### src/hdl/bsd_pkg.sv
// Shared types, constants and status codes for the BMP stream decoder.
package bsd_pkg;

    localparam int DEF_MAX_WIDTH  = 1024;
    localparam int DEF_MAX_HEIGHT = 1024;

    localparam logic [15:0] BMP_SIGNATURE = 16'h4D42;
    localparam logic [31:0] HEADER_BYTES  = 32'd54;
    localparam logic [15:0] DEPTH_24      = 16'd24;
    localparam logic [15:0] DEPTH_32      = 16'd32;
    localparam logic [7:0]  OPAQUE_ALPHA  = 8'hFF;

    localparam logic [5:0] SIG_FIRST    = 6'd0;
    localparam logic [5:0] DATA_FIRST   = 6'd10;
    localparam logic [5:0] WIDTH_FIRST  = 6'd18;
    localparam logic [5:0] HEIGHT_FIRST = 6'd22;
    localparam logic [5:0] DEPTH_FIRST  = 6'd28;
    localparam logic [5:0] HEADER_LAST  = 6'd53;

    localparam int QUEUE_DEPTH = 4;
    localparam int PTR_W       = $clog2(QUEUE_DEPTH);
    localparam int LEVEL_W     = $clog2(QUEUE_DEPTH + 1);

    typedef enum logic [3:0] {
        ST_OK               = 4'd0,
        ST_SMALL            = 4'd1,
        ST_SIGNATURE        = 4'd2,
        ST_DIMS             = 4'd3,
        ST_OFFSET           = 4'd4,
        ST_DEPTH            = 4'd5,
        ST_TRUNCATED        = 4'd6,
        ST_TOO_LARGE        = 4'd7,
        ST_OFFSET_IN_HEADER = 4'd8
    } status_t;

    typedef struct packed {
        logic [7:0] data_byte;
        logic       last_byte;
    } in_t;

    typedef struct packed {
        logic       is_status;
        logic [9:0] pixel_x;
        logic [9:0] pixel_y;
        logic [7:0] red;
        logic [7:0] green;
        logic [7:0] blue;
        logic [7:0] alpha;
        status_t    status;
        logic       run_end;
    } out_t;

    typedef struct packed {
        logic [1:0] count;
        out_t       first;
        out_t       second;
    } push_t;

endpackage

### src/hdl/bsd_core.sv
// Header parser, pixel assembler and status logic of the BMP stream decoder.
module bsd_core
    import bsd_pkg::*;
#(
    parameter int MAX_WIDTH  = DEF_MAX_WIDTH,
    parameter int MAX_HEIGHT = DEF_MAX_HEIGHT
)
(
    input  logic  clk,
    input  logic  rst_n,
    input  logic  cfg_write_en,
    input  logic  cfg_write_data,
    input  logic  step,
    input  in_t   item,
    output push_t push
);

    localparam int COL_W = $clog2(MAX_WIDTH + 1);
    localparam int ROW_W = $clog2(MAX_HEIGHT + 1);
    localparam int RBC_W = $clog2(4 * MAX_WIDTH + 4);

    function automatic logic [31:0] gather(input logic [31:0] acc, input logic [1:0] k,
                                           input logic [7:0] b, input logic little);
        logic [31:0] r;
        if (little)
        begin
            r = acc | ({24'd0, b} << {k, 3'b000});
        end
        else
        begin
            r = {acc[23:0], b};
        end
        return r;
    endfunction

    logic             order_reg;
    logic [31:0]      byte_position_reg, byte_position_next;
    logic [15:0]      signature_reg, signature_next;
    logic [31:0]      data_start_reg, data_start_next;
    logic [31:0]      width_reg, width_next;
    logic [31:0]      height_reg, height_next;
    logic [15:0]      depth_reg, depth_next;
    logic [COL_W-1:0] column_reg, column_next;
    logic [ROW_W-1:0] row_reg, row_next;
    logic [RBC_W-1:0] row_byte_reg, row_byte_next;
    logic [1:0]       pixel_byte_reg, pixel_byte_next;
    logic [23:0]      held_reg, held_next;
    status_t          pending_reg, pending_next;
    logic             done_reg, done_next;

    logic [5:0]       hp;
    logic [31:0]      gathered;
    logic             bpp4;
    logic [RBC_W-1:0] wx;
    logic [RBC_W-1:0] used;
    logic [RBC_W-1:0] used_p3;
    logic [RBC_W-1:0] stride;
    logic [RBC_W-1:0] row_byte_inc;
    logic             emit;
    status_t          code;
    logic [31:0]      col_ext;
    logic [31:0]      y_ext;
    out_t             pixel_res;
    out_t             status_res;

    assign hp      = byte_position_reg[5:0];
    assign bpp4    = (depth_reg == DEPTH_32);
    assign wx      = RBC_W'(width_reg[COL_W-1:0]);
    assign used    = bpp4 ? (wx << 2) : ((wx << 1) + wx);
    assign used_p3 = used + RBC_W'(3);
    assign stride  = bpp4 ? used : {used_p3[RBC_W-1:2], 2'b00};
    assign col_ext = 32'(column_reg);
    assign y_ext   = height_reg - 32'd1 - 32'(row_reg);

    always_comb
    begin
        pixel_res           = '0;
        pixel_res.is_status = 1'b0;
        pixel_res.pixel_x   = col_ext[9:0];
        pixel_res.pixel_y   = y_ext[9:0];
        pixel_res.red       = bpp4 ? held_reg[23:16] : item.data_byte;
        pixel_res.green     = held_reg[15:8];
        pixel_res.blue      = held_reg[7:0];
        pixel_res.alpha     = bpp4 ? item.data_byte : OPAQUE_ALPHA;
        pixel_res.status    = ST_OK;
        pixel_res.run_end   = !item.last_byte;
    end

    always_comb
    begin
        byte_position_next = byte_position_reg;
        signature_next     = signature_reg;
        data_start_next    = data_start_reg;
        width_next         = width_reg;
        height_next        = height_reg;
        depth_next         = depth_reg;
        column_next        = column_reg;
        row_next           = row_reg;
        row_byte_next      = row_byte_reg;
        pixel_byte_next    = pixel_byte_reg;
        held_next          = held_reg;
        pending_next       = pending_reg;
        done_next          = done_reg;
        gathered           = '0;
        emit               = 1'b0;
        code               = ST_OK;
        row_byte_inc       = row_byte_reg + RBC_W'(1);

        if (byte_position_reg < HEADER_BYTES)
        begin
            if (hp <= SIG_FIRST + 6'd1)
            begin
                gathered = gather({16'd0, signature_reg}, 2'(hp - SIG_FIRST),
                                  item.data_byte, order_reg);
                signature_next = gathered[15:0];
            end
            else if (hp >= DATA_FIRST && hp <= DATA_FIRST + 6'd3)
            begin
                gathered = gather(data_start_reg, 2'(hp - DATA_FIRST),
                                  item.data_byte, order_reg);
                data_start_next = gathered;
            end
            else if (hp >= WIDTH_FIRST && hp <= WIDTH_FIRST + 6'd3)
            begin
                gathered = gather(width_reg, 2'(hp - WIDTH_FIRST), item.data_byte, order_reg);
                width_next = gathered;
            end
            else if (hp >= HEIGHT_FIRST && hp <= HEIGHT_FIRST + 6'd3)
            begin
                gathered = gather(height_reg, 2'(hp - HEIGHT_FIRST), item.data_byte, order_reg);
                height_next = gathered;
            end
            else if (hp >= DEPTH_FIRST && hp <= DEPTH_FIRST + 6'd1)
            begin
                gathered = gather({16'd0, depth_reg}, 2'(hp - DEPTH_FIRST),
                                  item.data_byte, order_reg);
                depth_next = gathered[15:0];
            end

            if (hp == HEADER_LAST)
            begin
                if (signature_reg != BMP_SIGNATURE)
                begin
                    pending_next = ST_SIGNATURE;
                end
                else if (width_reg == 32'd0 || width_reg[31] ||
                         height_reg == 32'd0 || height_reg[31])
                begin
                    pending_next = ST_DIMS;
                end
                else if (width_reg > 32'(MAX_WIDTH) || height_reg > 32'(MAX_HEIGHT))
                begin
                    pending_next = ST_TOO_LARGE;
                end
                else if (depth_reg != DEPTH_24 && depth_reg != DEPTH_32)
                begin
                    pending_next = ST_DEPTH;
                end
                else if (data_start_reg < HEADER_BYTES)
                begin
                    pending_next = ST_OFFSET_IN_HEADER;
                end
                else
                begin
                    pending_next = ST_OK;
                end
            end
        end
        else if (pending_reg == ST_OK && !done_reg && byte_position_reg >= data_start_reg)
        begin
            if (row_byte_reg < used)
            begin
                if (pixel_byte_reg == (bpp4 ? 2'd3 : 2'd2))
                begin
                    emit = 1'b1;
                    if (col_ext + 32'd1 == width_reg && 32'(row_reg) + 32'd1 == height_reg)
                    begin
                        done_next = 1'b1;
                    end
                    column_next     = column_reg + COL_W'(1);
                    held_next       = '0;
                    pixel_byte_next = '0;
                end
                else
                begin
                    held_next       = held_reg | (24'(item.data_byte) << {pixel_byte_reg, 3'b000});
                    pixel_byte_next = pixel_byte_reg + 2'd1;
                end
            end
            if (row_byte_inc >= stride)
            begin
                row_byte_next = '0;
                column_next   = '0;
                row_next      = row_reg + ROW_W'(1);
            end
            else
            begin
                row_byte_next = row_byte_inc;
            end
        end

        if (!(&byte_position_reg))
        begin
            byte_position_next = byte_position_reg + 32'd1;
        end

        if (item.last_byte)
        begin
            if (byte_position_reg < HEADER_BYTES - 32'd1)
            begin
                code = ST_SMALL;
            end
            else if (pending_next == ST_SIGNATURE || pending_next == ST_DIMS ||
                     pending_next == ST_TOO_LARGE)
            begin
                code = pending_next;
            end
            else if (data_start_next > byte_position_reg)
            begin
                code = ST_OFFSET;
            end
            else if (pending_next != ST_OK)
            begin
                code = pending_next;
            end
            else if (!done_next)
            begin
                code = ST_TRUNCATED;
            end
            else
            begin
                code = ST_OK;
            end

            byte_position_next = '0;
            signature_next     = '0;
            data_start_next    = '0;
            width_next         = '0;
            height_next        = '0;
            depth_next         = '0;
            column_next        = '0;
            row_next           = '0;
            row_byte_next      = '0;
            pixel_byte_next    = '0;
            held_next          = '0;
            pending_next       = ST_OK;
            done_next          = 1'b0;
        end
    end

    always_comb
    begin
        status_res           = '0;
        status_res.is_status = 1'b1;
        status_res.status    = code;
        status_res.run_end   = 1'b1;
    end

    always_comb
    begin
        push.count  = step ? ({1'b0, emit} + {1'b0, item.last_byte}) : 2'd0;
        push.first  = emit ? pixel_res : status_res;
        push.second = status_res;
    end

    always_ff @(posedge clk or negedge rst_n)
    begin
        if (!rst_n)
        begin
            order_reg <= 1'b1;
        end
        else if (cfg_write_en)
        begin
            order_reg <= cfg_write_data;
        end
    end

    always_ff @(posedge clk or negedge rst_n)
    begin
        if (!rst_n)
        begin
            byte_position_reg <= '0;
            signature_reg     <= '0;
            data_start_reg    <= '0;
            width_reg         <= '0;
            height_reg        <= '0;
            depth_reg         <= '0;
            column_reg        <= '0;
            row_reg           <= '0;
            row_byte_reg      <= '0;
            pixel_byte_reg    <= '0;
            held_reg          <= '0;
            pending_reg       <= ST_OK;
            done_reg          <= 1'b0;
        end
        else if (step)
        begin
            byte_position_reg <= byte_position_next;
            signature_reg     <= signature_next;
            data_start_reg    <= data_start_next;
            width_reg         <= width_next;
            height_reg        <= height_next;
            depth_reg         <= depth_next;
            column_reg        <= column_next;
            row_reg           <= row_next;
            row_byte_reg      <= row_byte_next;
            pixel_byte_reg    <= pixel_byte_next;
            held_reg          <= held_next;
            pending_reg       <= pending_next;
            done_reg          <= done_next;
        end
    end

endmodule

### src/hdl/bsd_out_queue.sv
// Result queue that takes up to two results per cycle and hands out one while the output is not stalled.
module bsd_out_queue
    import bsd_pkg::*;
(
    input  logic               clk,
    input  logic               rst_n,
    input  push_t              push,
    output logic               out_valid,
    input  logic               out_stall,
    output out_t               out_data,
    output logic [LEVEL_W-1:0] level
);

    out_t               mem [QUEUE_DEPTH];
    logic [PTR_W-1:0]   wr_ptr_reg, wr_ptr_next;
    logic [PTR_W-1:0]   rd_ptr_reg, rd_ptr_next;
    logic [LEVEL_W-1:0] level_reg, level_next;
    logic [PTR_W-1:0]   wr_ptr_plus1;
    logic               pop;

    assign out_valid    = (level_reg != '0);
    assign out_data     = mem[rd_ptr_reg];
    assign level        = level_reg;
    assign pop          = out_valid && !out_stall;
    assign wr_ptr_plus1 = wr_ptr_reg + PTR_W'(1);
    assign wr_ptr_next  = wr_ptr_reg + PTR_W'(push.count);
    assign rd_ptr_next  = rd_ptr_reg + PTR_W'(pop);
    assign level_next   = level_reg + LEVEL_W'(push.count) - LEVEL_W'(pop);

    always_ff @(posedge clk)
    begin
        if (push.count != 2'd0)
        begin
            mem[wr_ptr_reg] <= push.first;
        end
        if (push.count == 2'd2)
        begin
            mem[wr_ptr_plus1] <= push.second;
        end
    end

    always_ff @(posedge clk or negedge rst_n)
    begin
        if (!rst_n)
        begin
            wr_ptr_reg <= '0;
            rd_ptr_reg <= '0;
            level_reg  <= '0;
        end
        else
        begin
            wr_ptr_reg <= wr_ptr_next;
            rd_ptr_reg <= rd_ptr_next;
            level_reg  <= level_next;
        end
    end

endmodule

### src/hdl/bmp_stream_decoder_top.sv
// Top level of the BMP stream decoder: input register, decoder core and result queue.
// A byte is held in the input register, decoded once the result queue has room, and its
// results are written to the result queue, which offers them. Throughput is one byte per cycle
// while the queue has room; a pixel and the status from one byte fill two of its four entries.
// Asynchronous reset clears all stream state at once and sets the byte order to little-endian.
module bmp_stream_decoder_top
    import bsd_pkg::*;
#(
    parameter int MAX_WIDTH  = DEF_MAX_WIDTH,
    parameter int MAX_HEIGHT = DEF_MAX_HEIGHT
)
(
    input  logic clk,
    input  logic rst_n,
    input  logic cfg_write_en,
    input  logic cfg_write_data,
    input  logic in_valid,
    output logic in_stall,
    input  in_t  in_data,
    output logic out_valid,
    input  logic out_stall,
    output out_t out_data
);

    logic               in_valid_reg;
    in_t                in_data_reg;
    logic               step;
    push_t              push;
    logic [LEVEL_W-1:0] level;

    assign step     = in_valid_reg && (level <= LEVEL_W'(QUEUE_DEPTH - 2));
    assign in_stall = in_valid_reg && !step;

    always_ff @(posedge clk or negedge rst_n)
    begin
        if (!rst_n)
        begin
            in_valid_reg <= 1'b0;
        end
        else if (!in_stall)
        begin
            in_valid_reg <= in_valid;
        end
    end

    always_ff @(posedge clk)
    begin
        if (in_valid && !in_stall)
        begin
            in_data_reg <= in_data;
        end
    end

    bsd_core #(
        .MAX_WIDTH  (MAX_WIDTH),
        .MAX_HEIGHT (MAX_HEIGHT)
    ) u_core (
        .clk            (clk),
        .rst_n          (rst_n),
        .cfg_write_en   (cfg_write_en),
        .cfg_write_data (cfg_write_data),
        .step           (step),
        .item           (in_data_reg),
        .push           (push)
    );

    bsd_out_queue u_queue (
        .clk       (clk),
        .rst_n     (rst_n),
        .push      (push),
        .out_valid (out_valid),
        .out_stall (out_stall),
        .out_data  (out_data),
        .level     (level)
    );

`ifndef SYNTHESIS
    a_push_needs_step: assert property (@(posedge clk) disable iff (!rst_n)
        push.count != 2'd0 |-> step)
        else $error("Results pushed without a transaction being decoded.");

    a_pair_order: assert property (@(posedge clk) disable iff (!rst_n)
        push.count == 2'd2 |-> (!push.first.is_status && !push.first.run_end &&
                                push.second.is_status && push.second.run_end))
        else $error("A result pair must be a pixel followed by the closing status.");

    a_no_overflow: assert property (@(posedge clk) disable iff (!rst_n)
        level <= LEVEL_W'(QUEUE_DEPTH))
        else $error("Result queue has overflowed.");

    a_single_status: assert property (@(posedge clk) disable iff (!rst_n)
        push.count == 2'd1 && push.first.is_status |-> push.first.run_end)
        else $error("A status result must close the transaction's results.");
`endif

endmodule
### config.mk
export PLATFORM = sky130hd
export DESIGN_NAME = bmp_stream_decoder_top
export DESIGN_NICKNAME = d
export VERILOG_FILES = /design/src/hdl/bsd_pkg.sv /design/src/hdl/bsd_core.sv /design/src/hdl/bsd_out_queue.sv /design/src/hdl/bmp_stream_decoder_top.sv
export SDC_FILE = /design/constraint.sdc
export NUM_CORES = 1
export LEC_CHECK = 0
export ABC_AREA = 0
export BUFFER_PORTS_ARGS = -buffer_cell sky130_fd_sc_hd__buf_4
export CAP_MARGIN = 20
export CELL_PAD_IN_SITES_DETAIL_PLACEMENT = 1
export CELL_PAD_IN_SITES_GLOBAL_PLACEMENT = 1
export CORE_MARGIN = 3
export CORE_UTILIZATION = 53
export DETAILED_ROUTE_END_ITERATION = 10
export PLACE_DENSITY_LB_ADDON = 0.1
export SYNTH_ARGS = -nofsm -noshare
export SYNTH_HDL_FRONTEND = slang
export SYNTH_SLANG_ARGS = --single-unit
### constraint.sdc
create_clock -name clk -period 10.8 [get_ports clk]
set_clock_uncertainty 0.1 [all_clocks]
set_input_delay 2.7 -clock clk [delete_from_list [all_inputs] [get_ports clk]]
set_output_delay 2.7 -clock clk [all_outputs]
set_load 0.005 [all_outputs]
==> metrics.csv, run 1 <==
metric,value,unit
final_common_cell,nand2_1,
arrival,7.53,ns
cts_inserted_buffers,52,
fin_crit,7.113,ns
hold_class,reg2reg,
register_area,10960,um2
cts_root_buffer,clkbuf_16,
swShare,0.4006,
critPathRequiredTime,11.22,ns
placementRows,78,
seq_power_share,0.361,
multiInputGateArea,12480,um2
drc,0,
grt_pass1_wl,132100,um
first_global_vias,22780,
cpMaxStageDelayCell,nor2_1,
drive_gt1_frac,0.1061,
placed_area,25490,um2
power_per_cell_area,245.8,nW/um2
yosysWarnings,0,
seq_area_frac_synth,0.4459,
r2r_slack,3.69,ns
design.portCount,75,
critPathMaxStageDelay,0.80,ns
n_fill_cell,5073,
slew_viol_final,0,
wl_per_cell,25.58,um
crit_top_cell,ha_1,
p_leak,0.01159,uW
worstMarginPinSlew,1.218,ns
crit_type,reg2reg,
largest_reg_flops,232,
slew_headroom,0.1879,
final_area,27330,um2
cts_tree,done,
cts_htree_levels,2,
cts-hold-fix-buffers,0,
area_growth,11.20,%
pwr-share-clk,0.278,
fin_tns_setup,0,ns
crit_start,u_core.width_reg[4],
setup_viol,0,
die-area,48990,um2
first_iter_violations,1651,
clock.fmax,0.1406,GHz
status,finished clean,
combPwrFrac,0.361,
cts_resized,0,
cts_buffer_depth,3,
regMostFlops,u_queue.mem,
maxCapViolations,0,
async_flop_share,0.4937,
track_usage,0.3365,
hold_viol,0,
synth_ff_type,dfrtp_1,
synth_seq_cells,476,
cp-start-kind,register,
synth_cell_types,79,
place_hpwl,55100,um
syn-num-nets,2770,
peakVddDrop,0.1460,mV
clock_latency,0.62,ns
diodes,0,
synth_cells,2629,
postRouteAntennaNets,0,
cp_max_fo,15,
layout_common_cells,"nand2_1, o21ai_0, a21oi_1",
fp.dieH,221.3,um
core_area,45580,um2
reg2regPathDepth,21,
crit_chain,"inv_1, ha_1, a21oi_1, o211ai_1, a21o_1, a21oi_1, xnor2_1, mux2i_1, ha_1, nand4_1, nor2_1, o21ai_0, a2bb2oi_1, a221o_1, a211o_1, inv_2, ha_1, o21ai_1, nor2_1, nand2_1, o21ai_0",
worstReg2RegEnd,u_queue.mem[1][10],
port_buffers,74,
synth_edf_count,25,
fin_crit_sh,0.6586,
clkTransAtPathRegs,0.06,ns
viasPerCell,6.532,
setup.worst_path.end_class,register,
synth_area,24570,um2
grt_max_degree,90,
cts_setup_buffers,0,
cts.sinks,476,
routed_wl,83580,um
avgSynthCellArea,9.348,um2
cp-endpoint,u_queue.mem[1][10],
p_int,4025,uW
p_sw,2691,uW
die_w,221.3,um
rsz0062_at_grt,false,
firstDrtPassIters,5,
routed-via-count,21340,
nets,2766,
overflow,0,
grt_antenna_before_repair,0,
gp_congestion,0.9461,
initial_core_util,0.5392,
r2r-start,u_core.width_reg[4],
power by group through the flow:
stage               sequential (uW)  clock (uW)  combinational, uW
finish                         2430        1870               2420
global placement               2410           0               2260
global route                   2450        1970               2670
CTS                            2410        1880               2390
floorplan                      2270           0               1720
detailed placement             2430           0               2370
cells in the mapped netlist, types with 11 or more instances:
cell	number	area (um2)
xnor2_1	56	490.5
o21ai_1	15	75.07
buf_1	14	52.55
a21oi_1	246	1231
or3_1	11	68.82
nor2b_1	11	68.82
clkbuf_1	132	495.5
nor3_1	26	130.1
dfrtp_1	234	5856
nand2_1	289	1085
o21a_1	16	120.1
buf_2	17	85.08
dfxtp_1	216	4324
a22o_1	175	1533
nor4_1	40	250.2
mux4_2	58	1306
nor2_1	179	671.9
o21ai_0	269	1346
inv_1	126	473.0
a22oi_1	22	165.2
xor2_1	31	271.5
a21o_1	15	112.6
ha_1	123	1539
o22ai_1	14	87.58
nand2b_1	17	106.4
nand4_1	31	193.9
and3_1	31	193.9
edfxtp_1	25	750.7
nand3_1	45	225.2
worst max-delay path: cells and delay by family, from the launching register on:
kind / cells / cell delay [ns]
flip-flops: 1 / 0.54
adder cells (fa/ha/maj): 3 / 1.32
XOR/XNOR: 1 / 0.14
AND/OR/NAND/NOR: 4 / 1.64
AO/OA/AOI/OAI: 10 / 2.67
buffers and inverters: 2 / 0.40
multiplexers: 1 / 0.18
final cells by class:
type	instances	area share
Clock inverter	19	0.008150
Clock buffer	77	0.05705
Timing Repair Buffer	111	0.03196
Inverter	127	0.01744
Multi-Input combinational cell	1857	0.4568
Sequential cell	476	0.4011
Tap cell	600	0.02747
per-layer routing:
| layer | wire length (um) | track usage |
|---|---|---|
| met2 | 41650 | 0.5857 |
| met5 | 0 | 0 |
| met3 | 4117 | 0.04590 |
| met1 | 33890 | 0.4199 |
| met4 | 3923 | 0.1464 |
per-stage QoR:
step | util | total power, uW | instances | hold slack (ns) | setup slack, ns
6_report | 0.5996 | 6716 | 3267 | 0.3439 | 3.687
5_1_grt | 0.5996 | 7092 | 3267 | 0.3498 | 3.173
4_1_cts | 0.5984 | 6683 | 3264 | 0.3442 | 3.757
3_5_place_dp | 0.5593 | 4803 | 3168 | 0.3347 | 3.821
3_3_place_gp | 0.5593 | 4670 | 3168 | 0.3285 | 4.075
2_1_floorplan | - | 3996 | 2629 | 0.3182 | 5.444
cells by family (layout without fill, tap and decap cells):
kind of cell               after synthesis  in the layout  share of synthesized area
buffers and inverters                  296            334                    0.04720
adders and majority gates              126            126                    0.06507
muxes                                   65             65                    0.05631
xor gates and xnor gates                87             87                    0.03101
DFF                                    476            476                     0.4459
AOI/OAI and AO/OA                      853            853                     0.2173
and+or+nand+nor                        726            726                     0.1373
how the worst min path moves through the flow:
stage	start	end	slack (ns)	depth (start not counted)
after floorplan	u_queue.mem[2][57]	u_queue.mem[2][57]	0.32	2
after global placement	u_queue.mem[2][5]	u_queue.mem[2][5]	0.33	2
after detailed placement	u_queue.mem[0][57]	u_queue.mem[0][57]	0.33	2
after CTS	u_queue.mem[0][57]	u_queue.mem[0][57]	0.34	2
after global routing	u_queue.mem[0][57]	u_queue.mem[0][57]	0.35	2
final	u_queue.mem[0][57]	u_queue.mem[0][57]	0.34	2
No activity file was read; power rests on OpenSTA's default activity.
==> run 2, diff against run 1 <==
--- a/config.mk
+++ b/config.mk
@@ -11,7 +11,7 @@
 export CELL_PAD_IN_SITES_DETAIL_PLACEMENT = 1
 export CELL_PAD_IN_SITES_GLOBAL_PLACEMENT = 1
 export CORE_MARGIN = 3
-export CORE_UTILIZATION = 53
+export CORE_UTILIZATION = 44
 export DETAILED_ROUTE_END_ITERATION = 10
 export PLACE_DENSITY_LB_ADDON = 0.1
 export SYNTH_ARGS = -nofsm -noshare
==> constraint.sdc (replaced) <==
create_clock -name clk -period 6.51 [get_ports clk]
set_clock_uncertainty 0.1 [all_clocks]
set_input_delay 1.6275 -clock clk [delete_from_list [all_inputs] [get_ports clk]]
set_output_delay 1.6275 -clock clk [all_outputs]
set_load 0.005 [all_outputs]
==> run 2 against run 1 <==
Net effect:
- via count fell by 2.3%
- register-to-register slack worse by 3.2 ns
- combinational power is 64% higher
==> metrics.csv, run 2 (same netlist as run 1, synthesis figures left out) <==
metric,value,unit,change
cts_buffer_depth,3,,unchanged
timing.final.ws_setup,0.4499,ns,-3.237 ns
core_area,54560,um2,+20%
clock_latency,0.62,ns,about the same
r2r-start,u_core.byte_position_reg[8],,
status,finished clean,,
final_common_cell,nand2_1,,
reg2regPathDepth,17,,-19%
slew_viol_final,0,,unchanged
placedCellCount,3321,,+4.8%
routed_wl,82490,um,-1.3%
initial_core_util,0.4504,,-0.08877
clkTransAtPathRegs,0.06,ns,about the same
hold_depth,2,,unchanged
setup.worst_path.end_class,register,,
worstMarginPinSlew,1.046,ns,-0.1725 ns
power_per_cell_area,401.4,nW/um2,+63%
cpMaxStageDelayCell,or3_2,,
multiInputGateArea,12510,um2,+0.20%
drc,0,,unchanged
wl_per_cell,24.12,um,-5.7%
crit_chain,"nor4_1, nand4_1, or3_1, or3_2, nor2_1, nor2_1, ha_1, nand3_1, or3_1, or4_1, a211oi_2, a2111oi_0, o211ai_1, a21oi_1, and3_1, a21oi_1, nor2_1",,
cp_max_fo,32,,+17
cts_inserted_buffers,52,,unchanged
critPathMaxStageDelay,0.79,ns,about the same
worstReg2RegEnd,u_queue.mem[1][2],,
peakVddDrop,0.2607,mV,+78%
fin_crit,6.060,ns,-1.053 ns
first_iter_violations,1548,,-6.2%
clock.fmax,0.1650,GHz,+17%
largest_reg_flops,232,,unchanged
nets,2779,,+0.47%
grt_pass1_wl,130000,um,-1.6%
cts-hold-fix-buffers,0,,unchanged
first_global_vias,22100,,-3.0%
cts.sinks,476,,unchanged
placementRows,85,,+9.0%
hold_viol,0,,unchanged
register_area,10960,um2,unchanged
cp-start-kind,register,,
port_buffers,74,,unchanged
die-area,58720,um2,+20%
fin_crit_sh,0.9309,,+0.2723
viasPerCell,6.095,,-6.7%
hold_start,u_queue.mem[2][57],,
die_w,242.3,um,+9.5%
gp_congestion,0.8782,,-7.2%
grt_max_degree,138,,+53%
n_fill_cell,6106,,+20%
postRouteAntennaNets,0,,unchanged
track_usage,0.2774,,-0.05915
cts_setup_buffers,0,,unchanged
whs_endpoint,u_queue.mem[2][57],,
area_growth,12.04,%,
fin_tns_setup,0,ns,unchanged
fp.dieH,242.3,um,+9.5%
grt_antenna_before_repair,0,,unchanged
cts_htree_levels,2,,unchanged
arrival,6.30,ns,-1.23 ns
drive_gt1_frac,0.1120,,+0.005870
r2r_slack,0.45,ns,-3.24 ns
final_cells,3420,,+4.7%
layout_common_cells,"nand2_1, o21ai_0, a21oi_1",,
hold_class,reg2reg,,
crit_top_cell,nor2_1,,
setup_viol,0,,unchanged
critPathRequiredTime,6.75,ns,-4.47 ns
p_leak,0.01161,uW,+0.18%
slew_headroom,0.3028,,+0.1150
place_hpwl,56460,um,+2.5%
crit_type,reg2reg,,
regMostFlops,u_queue.mem,,
cts_tree,done,,
overflow,0,,unchanged
maxCapViolations,0,,unchanged
preCtsSetupSlack,0.03414,ns,-3.787 ns
design.portCount,75,,unchanged
firstDrtPassIters,6,,+1
routed-via-count,20850,,-2.3%
cts_root_buffer,clkbuf_16,,
rsz0062_at_grt,true,,
## run 2: cell count changes in the layout (fill, tap and decap cells not counted), sizes merged
cell	change
clkbuf	-6
inv	+2
nor2	+1
buf	+12
diode	+2
bufinv	-1
clkinvlp	+2
clkinv	+2
## run 2: repair_timing
action	4_1_cts	5_1_grt
cloned	0	1
pin swaps	0	0
resized for setup	1	5
endpoints found under the setup margin	1	65
## run 2: metal layers
| metal | wire length (um) | up-vias | global-route usage |
|---|---|---|---|
| met5 | 0 | - | 0 |
| met4 | 2711 | 0 | 0.09866 |
| met2 | 39980 | 399 | 0.4691 |
| met1 | 37050 | 10760 | 0.3697 |
| met3 | 2747 | 149 | 0.03044 |
| li1 | - | 9542 | - |
## run 2: worst max path at each step
stage / from / end / cells past startpoint
floorplan: u_core.width_reg[4] / u_queue.level[2] / 28
global placement: u_core.byte_position_reg[8] / u_queue.mem[1][2] / 17
detailed placement: u_core.byte_position_reg[8] / u_queue.mem[1][2] / 17
CTS: u_core.byte_position_reg[8] / u_queue.mem[1][2] / 17
global route: u_core.width_reg[4] / u_queue.mem[3][12] / 21
finish: u_core.byte_position_reg[8] / u_queue.mem[1][2] / 17
## run 2: area by class of cell
cell class,count,share of cell area
diodes,2,0.0001818
clock buffers,71,0.05394
clock inverters,24,0.008089
inverters,127,0.01731
multi-input cells,1858,0.4543
flip-flops and latches,476,0.3981
well taps,739,0.03358
repair buffers,123,0.03445
## run 2: worst max-delay path, delay by kind of cell, from the launching register on
family                     cells  cell delay, ns
and+or+nand+nor               11            3.59
adders and majority gates      1            0.30
AOI/OAI and AO/OA              5            1.31
DFF                            1            0.48
## run 2: power breakdown
part / internal [uW] / switching [uW]
Clock: 1690 / 1300
Sequential: 3420 / 672
Combinational: 1490 / 2490
## run 2: stage by stage
stage               area [um2]  power (uW)  hold slack (ns)    util
CTS                      27490       11080           0.3505  0.5038
floorplan                24570        6629           0.3182       -
global route             27530       11710           0.3703  0.5046
detailed placement       25780        8058           0.3405  0.4725
finish                   27530       11050           0.3499  0.5046
global placement         25770        7906           0.3288  0.4724
